File: config.mk
export PLATFORM = sky130hd
export DESIGN_NAME = rsfl_front
export DESIGN_NICKNAME = d
export VERILOG_FILES = /design/src/rtl/rsfl_pkg.sv /design/src/rtl/rsfl_front.sv
export SDC_FILE = /design/constraint.sdc
export NUM_CORES = 1
export LEC_CHECK = 0
export ABC_CLOCK_PERIOD_IN_PS = 1380
export BUFFER_PORTS_ARGS = -buffer_cell sky130_fd_sc_hd__buf_2
export CORE_AREA = 2 2 39 41
export DETAILED_ROUTE_END_ITERATION = 6
export DIE_AREA = 0 0 41 43
export PLACE_DENSITY = 0.71
export SLEW_MARGIN = 40
export SYNTH_ARGS = -nofsm -noshare
export SYNTH_HDL_FRONTEND = slang
export SYNTH_SLANG_ARGS = --single-unit
File: constraint.sdc
create_clock -name vclk -period 1.38
set_input_delay 0.069 -clock vclk [all_inputs]
set_output_delay 0.069 -clock vclk [all_outputs]
set_load 0.05 [all_outputs]
File: src/rtl/rsfl_pkg.sv
// shared types and constants of the record slot free list
package rsfl_pkg;

   localparam int SLOT_COUNT  = 256;
   localparam int STORE_BYTES = 1048576;
   localparam int MAX_RECORD  = 4095;

   localparam int SLOT_W    = $clog2(SLOT_COUNT);
   localparam int LINK_W    = SLOT_W + 1;
   localparam int OFFSET_W  = 20;
   localparam int LENGTH_W  = 12;
   localparam int LEN_SUM_W = LENGTH_W + 1;
   localparam int STORE_W   = OFFSET_W + 1;
   localparam int SUM_W     = STORE_W + 1;
   localparam int FUNC_W    = 2;
   localparam int STATUS_W  = 3;

   localparam logic [LINK_W-1:0]    LINK_NONE   = LINK_W'(SLOT_COUNT);
   localparam logic [SUM_W-1:0]     STORE_LIMIT = SUM_W'(STORE_BYTES);
   localparam logic [LEN_SUM_W-1:0] LEN_LIMIT   = LEN_SUM_W'(MAX_RECORD);

   localparam logic [FUNC_W-1:0] FN_ALLOC  = 2'd0;
   localparam logic [FUNC_W-1:0] FN_FREE   = 2'd1;
   localparam logic [FUNC_W-1:0] FN_LOOKUP = 2'd2;

   typedef enum logic [1:0] {
      OP_ALLOC,
      OP_FREE,
      OP_LOOKUP,
      OP_NONE
   } op_type;

   typedef enum logic [STATUS_W-1:0] {
      ST_OK,
      ST_RANGE,
      ST_DELETED,
      ST_TABLE_FULL,
      ST_STORE_FULL
   } status_type;

   typedef enum logic {
      BK_IDLE,
      BK_READ
   } back_state_type;

   typedef struct packed {
      op_type              op;
      logic                too_long;
      logic [LENGTH_W-1:0] length;
      logic [SLOT_W-1:0]   index;
   } cmd_type;

   typedef struct packed {
      logic    valid;
      cmd_type cmd;
   } cmd_head_type;

   typedef struct packed {
      logic [OFFSET_W-1:0] offset;
      logic [LENGTH_W-1:0] length;
      logic                valid;
      logic [LINK_W-1:0]   link;
   } slot_entry_type;

endpackage

File: src/rtl/rsfl_front.sv
// request classification: decodes the function and forms the stored length
module rsfl_front
   import rsfl_pkg::*;
(
   input  logic                req_valid,
   input  logic [FUNC_W-1:0]   req_func,
   input  logic [LENGTH_W-1:0] req_record_length,
   input  logic [SLOT_W-1:0]   req_slot_index,
   output logic                push,
   output cmd_type             cmd
);

   logic [LEN_SUM_W-1:0] len_sum;

   always_comb begin
      len_sum      = LEN_SUM_W'(req_record_length) + LEN_SUM_W'(1);
      cmd.too_long = len_sum > LEN_LIMIT;
      cmd.length   = len_sum[LENGTH_W-1:0];
      cmd.index    = req_slot_index;
      case (req_func)
         FN_ALLOC:  cmd.op = OP_ALLOC;
         FN_FREE:   cmd.op = OP_FREE;
         FN_LOOKUP: cmd.op = OP_LOOKUP;
         default:   cmd.op = OP_NONE;
      endcase
      push = req_valid;
   end

endmodule

## Word level (Yosys, flattened, before mapping)

Cells that the tools add are included.

- Logic and storage cells: 6
- Input port bits: 23
- Bits in registers: 0
- Output and inout port bits: 24

- Reductions and logical operators: 1
- Add/subtract/negate cells: 1
- Eq/ne operators: 2
- Multiplexer cells: 1
- $lt $le $gt $ge: 1

Operators by type and width:

| kind | count |
|---|---|
| 12-bit by 1-bit adder with 13-bit output, second input constant | 1 |
| 13-bit by 12-bit > comparator with 1-bit output, second input constant | 1 |
| 2-bit one-hot mux with 3 select lines | 1 |
| 2-bit by 1-bit == test with 1-bit output, second input constant | 1 |
| 2-bit == test, second input constant | 1 |
| 2-bit logical NOT | 1 |

## Depth between registers and ports, before layout

- Depth in word-level cells: 2
- Gate-level depth with buffers: 6
- Depth with buffers taken out: 6

## Worst setup path after synthesis

OpenSTA, ideal clock, no wires.

- Path type: input -> output
- From: input port req_record_length[0]
- To: output port cmd[20] in the netlist's numbering
- Arrival: 2.295 ns
- Buffers on the path: 0
- Data required time: 1.311 ns
- Slack: -0.984 ns
- Stages: 6
- Path through: inv_1 ha_1 or4b_1 nor3b_1 nand4_1 o22ai_1

RTL lines:

| element | line | RTL |
|---|---|---|
| start: declaration | rsfl_front.sv:7 | `input logic [LENGTH_W-1:0] req_record_length,` |
| end: declaration | rsfl_front.sv:10 | `output cmd_type cmd` |

==> impl_metrics.py <==
metrics = {
    "critical_path": {
        "required_ns": 1.31,
        "endpoint_kind": "output pin",
        "crit_type": "in -> out",
        "critPathLaunch": "req_record_length[0]",
        "critPathMaxFanout": 2,
        "start_kind": "primary input",
        "worstPathArrival_ns": 1.62,
        "crit_end": "cmd[20]",
    },
    "floorplanning": {
        "die_width_um": 41,
        "initial_core_util_pct": 24.1,
        "core_um2": 1380,
        "dieArea_um2": 1760,
        "num_rows": 14,
        "io_pins": 47,
        "die_h_um": 43,
    },
    "global_route": {
        "overflow": 0,
        "antenna_found_initial": 0,
        "grt_pass1_vias": 391,
        "grt_pass1_wl_um": 1380,
        "grt.total_usage_pct": 10.3,
        "grt_max_degree": 6,
    },
    "layout": {
        "area_growth_pct": 112,
        "design.seq.count": 0,
        "fin_area_um2": 708,
        "fillers": 129,
        "drive_gt1_share_pct": 78.5,
        "antenna_cells": 0,
        "clock_buffers": 0,
        "nNetsFinal": 106,
        "multiInputGateArea_um2": 393,
        "layout.area.seq_um2": 0,
    },
    "timing": {
        "finalCriticalPeriod_ns": 1.68,
        "slew_viol_final": 0,
        "finalHoldViolCount": 0,
        "rsz0062_at_grt": "true",
        "setup_viol": 1,
        "max_clock_freq_mhz": 594,
        "setup_ws_ns": -0.305,
        "worst_pin_slew_ns": 0.239,
        "relSlewSlack_pct": 83.9,
        "period_share_pct": 122,
    },
    "min_path": {
        "hp-class": "in -> out",
    },
    "route": {
        "first_pass_iters": 4,
        "vias_per_cell": 4.72,
        "totalWireLength_um": 986,
        "route.vias.total": 448,
        "wl_per_cell_um": 10.4,
        "drc": 0,
        "ant_nets": 0,
        "drt_iter0_drc": 4,
    },
    "synthesis": {
        "synth.distinct_cells": 18,
        "synth_top_area_share_pct": 20.2,
        "synth.most_common_cell": "buf_4",
        "synth_nets": 75,
        "synth_compound_area_share_pct": 4.87,
        "syn-mean-instance-area_um2": 6.68,
        "synthMuxAreaShare_pct": 0,
        "yosys.area.top_type": "buf_4",
        "ys_seq_area_share_pct": 0,
        "yosys.area_share.xor_xnor_pct": 26.2,
        "yosysWarningCount": 0,
        "synthSimpleGateAreaFrac_pct": 36.7,
        "ys_top_cells_by_count": "9 x buf_4, 7 x nand2_1, 6 x xnor2_1, 4 x xor2_1, 3 x nor2_1",
        "synth_fa_ha_area_share_pct": 7.49,
        "netlist_area_um2": 334,
        "syn_inst": 50,
        "synth_top_cells_by_area": "buf_4 20%, xnor2_1 16%, xor2_1 10%",
        "synth_top_family_by_area": "simple AND/OR/NAND/NOR gates",
    },
    "status": {
        "status": "complete, but fails checks",
        "failed_checks": "negative setup slack",
    },
    "placed_design": {
        "placedInstanceArea_um2": 599,
        "gp_congestion": 0.685,
        "dp_hpwl_um": 773,
        "numPortBuffers": 25,
    },
    "power": {
        "power_density_nw_per_um2": 365,
        "p_leak_nw": 0.321,
        "peakVddDrop_mv": 0.175,
        "total_power_w": 0.000259,
    },
    "flow_run": {
        "maxCapViolCount": 0,
    },
    "cts": {
        "postCtsHoldBufs": 0,
    },
}
-- how the worst min path moves through the flow --
stage	start	endpoint	slack, ns	depth (start not counted)
2_1_floorplan	req_slot_index[0]	cmd[0]	0.31	1
3_3_place_gp	req_slot_index[3]	cmd[3]	0.14	0
3_5_place_dp	req_slot_index[3]	cmd[3]	0.14	0
4_1_cts	req_slot_index[3]	cmd[3]	0.14	0
5_1_grt	req_slot_index[0]	cmd[0]	0.14	0
6_report	req_slot_index[0]	cmd[0]	0.14	0
-- final cells by class --
class,count,area share [%]
Inverter,2,1.59
Multi-Input combinational cell,37,55.5
Tap cell,16,2.83
Timing Repair Buffer,40,40.1
-- timing repair --
item | 4_1_cts | 5_1_grt
resized for setup | 16 | 12
endpoints found under the hold margin | 0 | 0
setup buffers | 0 | 1
setup endpoints to repair | 6 | 8
pin swaps | 6 | 8
-- where the power goes --
group	leakage (nW)	total (W)	internal (W)	switching (W)
combinational	0.321	0.000259	0.000100	0.000159
clock	0	0	0	0
sequential	0	0	0	0
-- worst max-delay path, stage by stage --
cell,delay [ns]
buf_8,0.08
clkinvlp_4,0.09
ha_4,0.22
or4b_4,0.48
nor3b_2,0.17
nand4_1,0.15
o22ai_4,0.20
buf_6,0.17
-- metal layers --
metal | share of wire, % | routed length, um | up-vias | track usage (%)
met4 | 0.41 | 4 | 0 | 0.667
met1 | 35 | 350 | 209 | 11.5
li1 | - | - | 215 | -
met2 | 55 | 538 | 22 | 20.3
met3 | 9.4 | 93 | 2 | 0.524
met5 | 0 | 0 | - | 0
-- cell families (layout without fill, tap and decap cells) --
kind of cell	count (synthesis)	count (layout)
adder cells (fa/ha/maj)	2	2
AND/OR/NAND/NOR	22	22
buffers and inverters	13	42
XOR/XNOR	10	10
AO/OA/AOI/OAI	3	3
-- placed cells by master, fill, tap and decap left out, types with 2 or more instances in the layout --
| master | instances |
|---|---|
| buf_2 | 17 |
| xor2_2 | 4 |
| xnor2_2 | 4 |
| nand4_1 | 2 |
| nand2_2 | 2 |
| ha_4 | 2 |
| xnor2_1 | 2 |
| buf_6 | 5 |
| nand2_1 | 5 |
| a21oi_1 | 2 |
| nand3_1 | 2 |
| buf_4 | 17 |
-- stage by stage --
stage / setup TNS (ns) / util [%] / hold WS, ns / instances / setup slack, ns
3_5_place_dp: -1.00 / 43.3 / 0.138 / 94 / -0.526
6_report: -0.305 / 51.2 / 0.138 / 95 / -0.305
2_1_floorplan: -0.538 / - / 0.305 / 50 / -0.538
3_3_place_gp: -0.894 / 43.3 / 0.138 / 94 / -0.503
5_1_grt: -0.382 / 51.2 / 0.138 / 95 / -0.358
4_1_cts: -0.341 / 47.8 / 0.138 / 94 / -0.341
Note: power is estimated with default switching activity, not from simulation.
