==> src/rtl/rsfl_pkg.sv <==
// shared types and constants of the record slot free list
package rsfl_pkg;

   localparam int SLOT_COUNT  = 256;
   localparam int STORE_BYTES = 1048576;
   localparam int MAX_RECORD  = 4095;

   localparam int SLOT_W    = $clog2(SLOT_COUNT);
   localparam int LINK_W    = SLOT_W + 1;
   localparam int OFFSET_W  = 20;
   localparam int LENGTH_W  = 12;
   localparam int LEN_SUM_W = LENGTH_W + 1;
   localparam int STORE_W   = OFFSET_W + 1;
   localparam int SUM_W     = STORE_W + 1;
   localparam int FUNC_W    = 2;
   localparam int STATUS_W  = 3;

   localparam logic [LINK_W-1:0]    LINK_NONE   = LINK_W'(SLOT_COUNT);
   localparam logic [SUM_W-1:0]     STORE_LIMIT = SUM_W'(STORE_BYTES);
   localparam logic [LEN_SUM_W-1:0] LEN_LIMIT   = LEN_SUM_W'(MAX_RECORD);

   localparam logic [FUNC_W-1:0] FN_ALLOC  = 2'd0;
   localparam logic [FUNC_W-1:0] FN_FREE   = 2'd1;
   localparam logic [FUNC_W-1:0] FN_LOOKUP = 2'd2;

   typedef enum logic [1:0] {
      OP_ALLOC,
      OP_FREE,
      OP_LOOKUP,
      OP_NONE
   } op_type;

   typedef enum logic [STATUS_W-1:0] {
      ST_OK,
      ST_RANGE,
      ST_DELETED,
      ST_TABLE_FULL,
      ST_STORE_FULL
   } status_type;

   typedef enum logic {
      BK_IDLE,
      BK_READ
   } back_state_type;

   typedef struct packed {
      op_type              op;
      logic                too_long;
      logic [LENGTH_W-1:0] length;
      logic [SLOT_W-1:0]   index;
   } cmd_type;

   typedef struct packed {
      logic    valid;
      cmd_type cmd;
   } cmd_head_type;

   typedef struct packed {
      logic [OFFSET_W-1:0] offset;
      logic [LENGTH_W-1:0] length;
      logic                valid;
      logic [LINK_W-1:0]   link;
   } slot_entry_type;

endpackage

==> src/rtl/rsfl_queue.sv <==
// two entry command queue between front and back
module rsfl_queue
   import rsfl_pkg::*;
(
   input  logic         clock,
   input  logic         reset,
   input  logic         push,
   input  cmd_type      push_cmd,
   output logic         full,
   input  logic         pop,
   output cmd_head_type head
);

   cmd_type    entry_ff [2];
   logic       wr_ptr_ff, wr_ptr_in;
   logic       rd_ptr_ff, rd_ptr_in;
   logic [1:0] count_ff, count_in;
   logic       do_push, do_pop;

   always_comb begin
      full       = count_ff == 2'd2;
      do_push    = push && !full;
      do_pop     = pop && (count_ff != 2'd0);
      wr_ptr_in  = do_push ? !wr_ptr_ff : wr_ptr_ff;
      rd_ptr_in  = do_pop ? !rd_ptr_ff : rd_ptr_ff;
      count_in   = count_ff + {1'b0, do_push} - {1'b0, do_pop};
      head.valid = count_ff != 2'd0;
      head.cmd   = entry_ff[rd_ptr_ff];
   end

   always_ff @(posedge clock) begin
      if (reset) begin
         wr_ptr_ff <= 1'b0;
         rd_ptr_ff <= 1'b0;
         count_ff  <= 2'd0;
      end else begin
         wr_ptr_ff <= wr_ptr_in;
         rd_ptr_ff <= rd_ptr_in;
         count_ff  <= count_in;
      end
   end

   always_ff @(posedge clock) begin
      if (do_push) begin
         entry_ff[wr_ptr_ff] <= push_cmd;
      end
   end

endmodule

==> config.mk <==
export PLATFORM = sky130hd
export DESIGN_NAME = rsfl_queue
export DESIGN_NICKNAME = d
export VERILOG_FILES = /design/src/rtl/rsfl_pkg.sv /design/src/rtl/rsfl_queue.sv
export SDC_FILE = /design/constraint.sdc
export NUM_CORES = 1
export LEC_CHECK = 0
export BUFFER_PORTS_ARGS = -buffer_cell sky130_fd_sc_hd__buf_4
export CAP_MARGIN = 20
export CORE_ASPECT_RATIO = 2
export CORE_UTILIZATION = 35
export DETAILED_ROUTE_END_ITERATION = 8
export GPL_ROUTABILITY_DRIVEN = 1
export SETUP_SLACK_MARGIN = 0.2
export SYNTH_ARGS = -nofsm -noshare
export SYNTH_HDL_FRONTEND = slang
export SYNTH_SLANG_ARGS = --single-unit
==> constraint.sdc <==
create_clock -name clock -period 3.9 [get_ports clock]
set_input_delay 0.195 -clock clock [delete_from_list [all_inputs] [get_ports clock]]
set_output_delay 0.195 -clock clock [all_outputs]
set_load 0.01 [all_outputs]
### Word-level counts from Yosys, hierarchy flattened

Memories as Yosys holds them, arrays and structs flattened. A register that Yosys moved wholly into a read port is not among the register bits.
Index checks and enable logic that the tools add are counted.

* bitwise operators: 0
* shift operators: 0
* reductions and logical operators: 6
* add/sub/neg operators: 2
* $lt $le $gt $ge: 0
* equality and inequality tests: 1
* multiplexer cells: 4
* divide/modulo/power cells: 0
* multipliers: 0

Operators by type and width (count)
* $mux W1: 4
* $logic_not A1 Y1: 3
* $add A2 B1 Y2: 1
* $eq A2 B2 Y1 const B: 1
* $logic_and A1 B1 Y1: 2
* $reduce_bool A2 Y1: 1
* $sub A2 B1 Y2: 1

* bits in registers: 4
* bits in latches: 0
* output and inout port bits: 25
* memories kept: 1
* word-level logic and storage cells: 17
* bits in writable memories: 46
* memory bits (read-only): 0

Memory list
* entry_ff: words 2, bits a word 23, rd ports 1, clocked after Yosys merged registers in 1, write ports 1, line rsfl_queue.sv:14 `cmd_type entry_ff [2];`

### Depth between registers and ports, before layout

Gate-level depths: netlist of the first run.

* word-level depth: 5
* depth in mapped cells: 8
* depth with buffers taken out: 8

### Least setup slack after synthesis of the first run

OpenSTA, ideal clock, no wires.

* kind: register to register
* from: register count_ff[0]
* to: memory entry_ff[0][0] (netlist bit) (enable)
* clock period less this slack: 1.697 ns
* setup slack: 2.203 ns
* required time: 3.522 ns
* buffers on the path: 0
* stages on the path, launching flop included: 5
* arrival time: 1.319 ns
* cells stage by stage: dfxtp_1 -> nand2b_2 -> inv_2 -> or3_1 -> inv_1

* cells in the longest elaborated chain, start to end: 5

Ends and longest elaborated chain
* start: declaration: line rsfl_queue.sv:17 `logic [1:0] count_ff, count_in;`
* start signal: assignment: line rsfl_queue.sv:39 `count_ff <= count_in;`
* $eq A2 B2 Y1: line rsfl_queue.sv:21 `full = count_ff == 2'd2;`
* named net full: line rsfl_queue.sv:9 `output logic full,`
* $logic_not A1 Y1: line rsfl_queue.sv:22 `do_push = push && !full;`
* $logic_and A1 B1 Y1: line rsfl_queue.sv:22
* $mux W1: line rsfl_queue.sv:44 `if (do_push) begin`
* $mux W1 (not written as such): line rsfl_queue.sv:45 `entry_ff[wr_ptr_ff] <= push_cmd;`
* end: declaration: line rsfl_queue.sv:14

The timed path passes the listed nets, and every way through them passes these cells.

==> summary.md, run 1 <==
| Metric | Value |
|---|---|
| Slowest-stage cell, CP | dfxtp_1 |
| Synth Register Bits | 51 |
| Final routed DRC violation total | 0 |
| Die Y | about 110 µm |
| GRT overflow | 0 |
| Top-count cell post-synth | edfxtp_1 |
| R2R Setup Slk | 1.97 ns |
| Syn_area_per_cell | 19.4 µm² |
| Post_cts resized | 0 |
| CTS H-tree lvls | 2 |
| Clock Path Buffers | 2 |
| Routed WL | 3260 µm |
| Largest net degree at the start of global routing | 24 |
| Clock sinks | 51 |
| Buf/Inv on CP | 1 |
| Die width | between 50 and 60 µm |
| Post-route ant nets | 0 |
| Ys flop type | edfxtp_1 |
| WS Path Type | reg2out |
| Metal-1 WL | ~1100 µm |
| Vias in the first global route | 1172 |
| WL/cell | 15.4 µm |
| Mapped Area | 1880 µm² |
| RR Startpoint | count_ff[0] |
| Antenna violations before repair | 0 |
| Post-synth EDFFs | 46 |
| Area delta synth->final | 28.5% |
| DR WL met2 | 1980 µm |
| Synth area leaders | edfxtp_1 73%, mux2_2 14%, dfxtp_1 5.3%, ha_1 1.3%, xnor2_1 0.93% |
| Total track usage | 0.126 |
| Ys Warns | 0 |
| Final Slew Violations | 0 |
| Max Cap Violations | 0 |
| Post-placement cell count | 204 |
| Levels on crit path | 2 |
| Clk_skew | 0.00808 ns |
| Post-synth top cells | 46 x edfxtp_1, 23 x mux2_2, 5 x dfxtp_1, 3 x inv_1, 3 x nor2_1 |
| Critical path data arrival time | 1.85 ns |
| RSZ-0062 raised after global routing | false |
| Worst R2R Path Depth | 4 |
| Number of port buffers | roughly 50 |
| Worst Setup EP | head[20] |
| Highest metal used | met4 |
| Leakage power total | between 0.0009 and 0.001 µW |
| Starting DRT DRC Count | 34 |
| Die area | 5700 µm² |
| Area leader, netlist | edfxtp_1 |
| Layout cells sized above 1 | 0.552 |
| Worst-path fanout max | 23 |
| N_diodes | 0 |
| Post-synth ARST share | 0 |
| Worst setup SP type | register |
| Ports | 52 |
| Rows | 37 |
| Post-DP HPWL | 2350 µm |
| Fmax | 0.489 GHz |
| Worst VDD drop | ~0.44 mV |
| TritonCTS clock tree | built |
| Gp weighted congestion | 0.640 |
| Max stage delay on crit path | 0.99 ns |
| CP top delay family | flip-flops |
| Routed vias/inst | between 4 and 5 |
| Final period util | 0.525 |
| Status | finished, final reports clean |
| Root Buffer | clkbuf_8 |
| Clk_lat worst skew | around 0.29 ns |
| Top-area cell type share of the netlist area | 0.733 |
| Fin Setup TNS | 0 ns |
| Number of iterations in the first detailed-routing pass | 4 |
| Clock transition at path regs | roughly 0.090 ns |
| Power per standard cell area | slightly below 600 nW/µm² |
| Initial Util | 0.367 |
| CP required | about 3.7 ns |
| CP endpoint kind | output port |
| Final hold vios | 0 |
| Core area | 5140 µm² |
| Rel. slew slack | 0.335 |
| Mapped Nets | 126 |
| Finish-stage setup viols | 0 |
| CTS Buf Count | 5 |
| RR Endpoint | entry_ff[0][9] |
| Netlist cell types | 19 |
| Metal3 WL | roughly 160 µm |
| First-pass GRT wire length | between 5000 and 6000 µm |
| Vias | 1003 |
| Post-CTS Setup Inserts | 0 |
| Hold Path Class | in2reg |
| Cell count after synthesis | 97 |
| Seq/Total Area, Yosys | 0.786 |
| Worst-Margin Slew | 0.996 ns |
| # hold bufs at CTS | 0 |
| Non-Filler Instances | 212 |
| Min Tclk post-route | 2.05 ns |
| Cell breakdown of the critical path | mux2_2 -> buf_4 |
| Final nets | 182 |
-- cell families after synthesis --
family,after synthesis,synth area share
flip-flops,51,0.786
adder cells (fa/ha/maj),2,0.0133
AND/OR/NAND/NOR,9,0.0266
XOR/XNOR,3,0.0139
buffers and inverters,6,0.0133
AO/OA/AOI/OAI,3,0.00929
multiplexers,23,0.137
-- worst min path at each step --
stage                            start         endpoint  slack [ns]  depth (start not counted)
after global placement    push_cmd[10]  entry_ff[0][10]        0.38                          1
after CTS                 push_cmd[13]  entry_ff[1][13]        0.07                          1
after floorplan                  reset        wr_ptr_ff        0.26                          1
after global routing      push_cmd[13]  entry_ff[1][13]        0.06                          1
after detailed placement   push_cmd[6]   entry_ff[1][6]        0.38                          1
final                     push_cmd[13]  entry_ff[1][13]        0.08                          1
-- report_power, final --
part	leakage, µW	internal [µW]	switching (µW)	total [µW]
logic	0.000412	222	163	385
registers	0.000471	681	52.0	733
clock network	0.0000482	143	157	300
-- layout make-up --
class | count | area [µm²]
clock buffer | 7 | 86.3
clock inverter | 1 | 5.00
fill | 458 | 2720
inverter | 4 | 15.0
multi-input combinational | 40 | 378
sequential | 51 | 1480
tap | 58 | 72.6
timing repair buffer | 51 | 383
-- cell usage in the layout, fill, tap and decap left out --
cell | netlist | final
dfxtp_1 | 5 | 5
xor2_1 | 1 | 1
buf_4 | 0 | 51
clkinv_2 | 0 | 1
ha_1 | 2 | 2
a21oi_1 | 1 | 1
xnor2_1 | 2 | 2
edfxtp_1 | 46 | 46
clkbuf_8 | 0 | 6
inv_2 | 1 | 1
or3_1 | 1 | 1
clkbuf_1 | 0 | 1
or2_2 | 1 | 1
inv_1 | 3 | 3
o21ai_0 | 1 | 1
nand2_1 | 1 | 1
o21a_1 | 1 | 1
nor2b_1 | 1 | 1
nand2b_2 | 1 | 1
and3_2 | 1 | 1
nor2_1 | 3 | 3
mux2_2 | 23 | 23
-- metal layers --
metal,track usage,vias up
met5,0,-
met4,0.0451,0
met3,0.0274,5
met2,0.243,31
met1,0.118,495
li1,-,472
-- sequential cells by signal, summed over array words and instances, names as in the netlist, named ones only --
name	count
rd_ptr_ff	1
count_ff	2
entry_ff	46
wr_ptr_ff	1
-- stage by stage --
| stage | worst slack, ns | cell area, µm² | power (µW) | utilization | hold slack (ns) |
|---|---|---|---|---|---|
| final | 1.85 | 2420 | 1420 | 0.471 | 0.0838 |
| after global routing | 1.71 | 2420 | 1490 | 0.471 | 0.0616 |
| after floorplan | 2.20 | 1880 | 954 | - | 0.264 |
| after detailed placement | 1.93 | 2330 | 1140 | 0.453 | 0.383 |
| after CTS | 1.78 | 2420 | 1440 | 0.471 | 0.0735 |
| after global placement | 2.03 | 2330 | 1120 | 0.453 | 0.383 |
-- worst reg2reg max path, stage by stage, from the launching register on --
cell and delay [ns]:
dfxtp_1 0.37, nand2b_2 0.16, inv_2 0.04, or3_1 0.32, inv_1 0.67
(Power assumes the default switching activity.)
==> run 2, diff against run 1 <==
clock period = 1.8 ns   (was 3.9 ns; I/O delays follow)
==> summary.md, run 2 (synthesis results as in run 1) <==
| Metric | Value |
|---|---|
| RR Startpoint | count_ff[1] (was count_ff[0]) |
| Number of iterations in the first detailed-routing pass | 4 (unchanged) |
| GRT overflow | 0 (unchanged) |
| Finish-stage setup viols | 0 (unchanged) |
| Status | finished, final reports clean (unchanged) |
| Worst Setup EP | count_ff[1] (was head[20]) |
| Worst R2R Path Depth | 7 (was 4) |
| CP required | 1.98 ns (was 3.70 ns) |
| Routed WL | 3520 µm (was 3260 µm) |
| Final Slew Violations | 0 (unchanged) |
| WS Path Type | reg2reg (was reg2out) |
| CP startpoint | count_ff[1] |
| Post-DP HPWL | 2370 µm (was 2350 µm) |
| Gp weighted congestion | 0.606 (was 0.640) |
| Largest register FFs | 46 (unchanged) |
| RSZ-0062 raised after global routing | true (was false) |
| N_diodes | 0 (unchanged) |
| First-pass GRT wire length | 5420 µm (was 5150 µm) |
| Clock transition at path regs | 0.08 ns (was 0.09 ns) |
| Die width | 53.9 µm (unchanged) |
| Rows | 37 (unchanged) |
| Final routed DRC violation total | 0 (unchanged) |
| CTS Buf Count | 5 (unchanged) |
| RR Endpoint | count_ff[1] (was entry_ff[0][9]) |
| Initial Util | 0.367 (unchanged) |
| Fillcell total | 445 (was 458) |
| Most frequent cells in the layout | 54 x buf_4, 46 x edfxtp_1, 24 x dlygate4sd3_1, 23 x mux2_2, 5 x clkbuf_8 (was 51 x buf_4, 46 x edfxtp_1, 23 x mux2_2, 6 x clkbuf_8, 5 x dfxtp_1) |
| Biggest regs | entry_ff: 46 flops, count_ff: 2 flops (unchanged) |
| Worst-Margin Slew | 0.308 ns (was 0.996 ns) |
| Max Cap Violations | 0 (unchanged) |
| Hold_ws | 0.195 ns (was 0.0838 ns) |
| Area delta synth->final | 46.1% (was 28.5%) |
| Rel. slew slack | 0.795 (was 0.335) |
| TritonCTS clock tree | built (unchanged) |
| Root Buffer | clkbuf_8 (unchanged) |
| Routed vias/inst | 4.60 (was 4.73) |
| Final hold vios | 0 (unchanged) |
| Clk_skew | 0.0112 ns (was 0.00808 ns) |
| Worst setup SP type | register (unchanged) |
| Power per standard cell area | 1170 nW/µm² (was 586 nW/µm²) |
| Worst-path fanout max | 4 (was 23) |
| Clock Path Buffers | 2 (unchanged) |
| Total track usage | 0.135 (was 0.126) |
| Vias in the first global route | 1195 (was 1172) |
| Die Y | 106 µm (unchanged) |
| R2R Setup Slk | 0.22 ns (was 1.97 ns) |
| Die area | 5700 µm² (unchanged) |
| Number of port buffers | 51 (unchanged) |
| Critical path data arrival time | 1.76 ns (was 1.85 ns) |
| Worst VDD drop | 0.785 mV (was 0.442 mV) |
| Starting DRT DRC Count | 13 (was 34) |
| Fin Setup TNS | 0 ns (unchanged) |
| Final nets | 212 (was 182) |
| Antenna violations before repair | 0 (unchanged) |
| Ports | 52 (unchanged) |
| Layout cells sized above 1 | 0.533 (was 0.552) |
| Post-route ant nets | 0 (unchanged) |
| Clk_lat worst skew | 0.30 ns (was 0.29 ns) |
| Largest net degree at the start of global routing | 16 (was 24) |
| CTS H-tree lvls | 2 (unchanged) |
| Area of the multi-input gates | 408 µm² (was 378 µm²) |
| Vias | 1114 (was 1003) |
| Largest Register | entry_ff (unchanged) |
| Sequential Area | 1490 µm² (was 1480 µm²) |
| Core area | 5140 µm² (unchanged) |
| Clock sinks | 51 (unchanged) |
| WL/cell | 14.6 µm (was 15.4 µm) |
| Most common cell after layout, fill and taps aside | buf_4 (unchanged) |
| Hold Path Class | in2reg (unchanged) |
| Min Tclk post-route | 1.58 ns |
| Final period util | 0.878 |
| CP endpoint kind | register (was output port) |
| Leakage power total | 0.00105 µW (was 0.000932 µW) |
| Fmax | 0.633 GHz |
## run 2: cell types whose count changed in the layout (fill, tap and decap cells not counted), moves of 2 or more
cell | previous run | this run
inv_1 | 3 | 1
dfxtp_4 | 0 | 2
dfxtp_1 | 5 | 3
dlygate4sd3_1 | 0 | 24
clkinvlp_4 | 0 | 4
buf_4 | 51 | 54
## run 2: metrics by stage
stage	std cells	setup WS, ns	util	total power, µW	instance area, µm²
2_1_floorplan	97	0.289	-	2070	1890
3_3_place_gp	207	0.171	0.461	2480	2370
3_5_place_dp	207	0.0983	0.461	2510	2370
4_1_cts	241	0.210	0.531	3220	2730
5_1_grt	242	0.155	0.536	3380	2750
6_report	242	0.220	0.536	3230	2750
## run 2: worst min-delay path by stage
stage | startpoint | to | slack (ns) | cells after the start
floorplan | reset | wr_ptr_ff | 0.16 | 1
global placement | push_cmd[17] | entry_ff[1][17] | 0.28 | 1
detailed placement | push_cmd[5] | entry_ff[0][5] | 0.28 | 1
CTS | push | wr_ptr_ff | 0.18 | 4
global route | push | wr_ptr_ff | 0.25 | 4
finish | push | wr_ptr_ff | 0.19 | 4
## run 2: power breakdown
| group | switching, µW | internal, µW | total (µW) |
|---|---|---|---|
| Sequential | 62.2 | 1480 | 1550 |
| Combinational | 473 | 585 | 1060 |
| Clock | 351 | 272 | 623 |
| Total | 887 | 2340 | 3230 |
## run 2: metal layers
| layer | routed length, µm | track usage | part of all wire |
|---|---|---|---|
| met5 | 0 | 0 | 0 |
| met4 | 58 | 0.0677 | 0.016 |
| met3 | 112 | 0.0231 | 0.032 |
| met2 | 2120 | 0.250 | 0.60 |
| met1 | 1230 | 0.130 | 0.35 |
## run 2: critical path, stage by stage, from the launching register on
cell and delay (ns):
dfxtp_4 0.37, o21a_1 0.22, ha_1 0.31, inv_2 0.07, ha_4 0.13, xor2_2 0.17, xnor2_1 0.15, nor2_1 0.06
## run 2: cell type report
type | instances | share of cell area
clock buffers | 6 | 0.0264
flip-flops and latches | 51 | 0.541
clock inverters | 2 | 0.00454
inverters | 4 | 0.00682
repair buffers | 79 | 0.242
repair inverters | 2 | 0.00545
well taps | 58 | 0.0264
multi-input cells | 40 | 0.148
## run 2: timing repair
action	in CTS	in global routing
buffers inserted	1	0
gates cloned	1	1
resized for setup	7	5
hold endpoints to repair	51	0
endpoints found under the setup margin	24	24
pin swaps	3	3
hold buffers	24	0
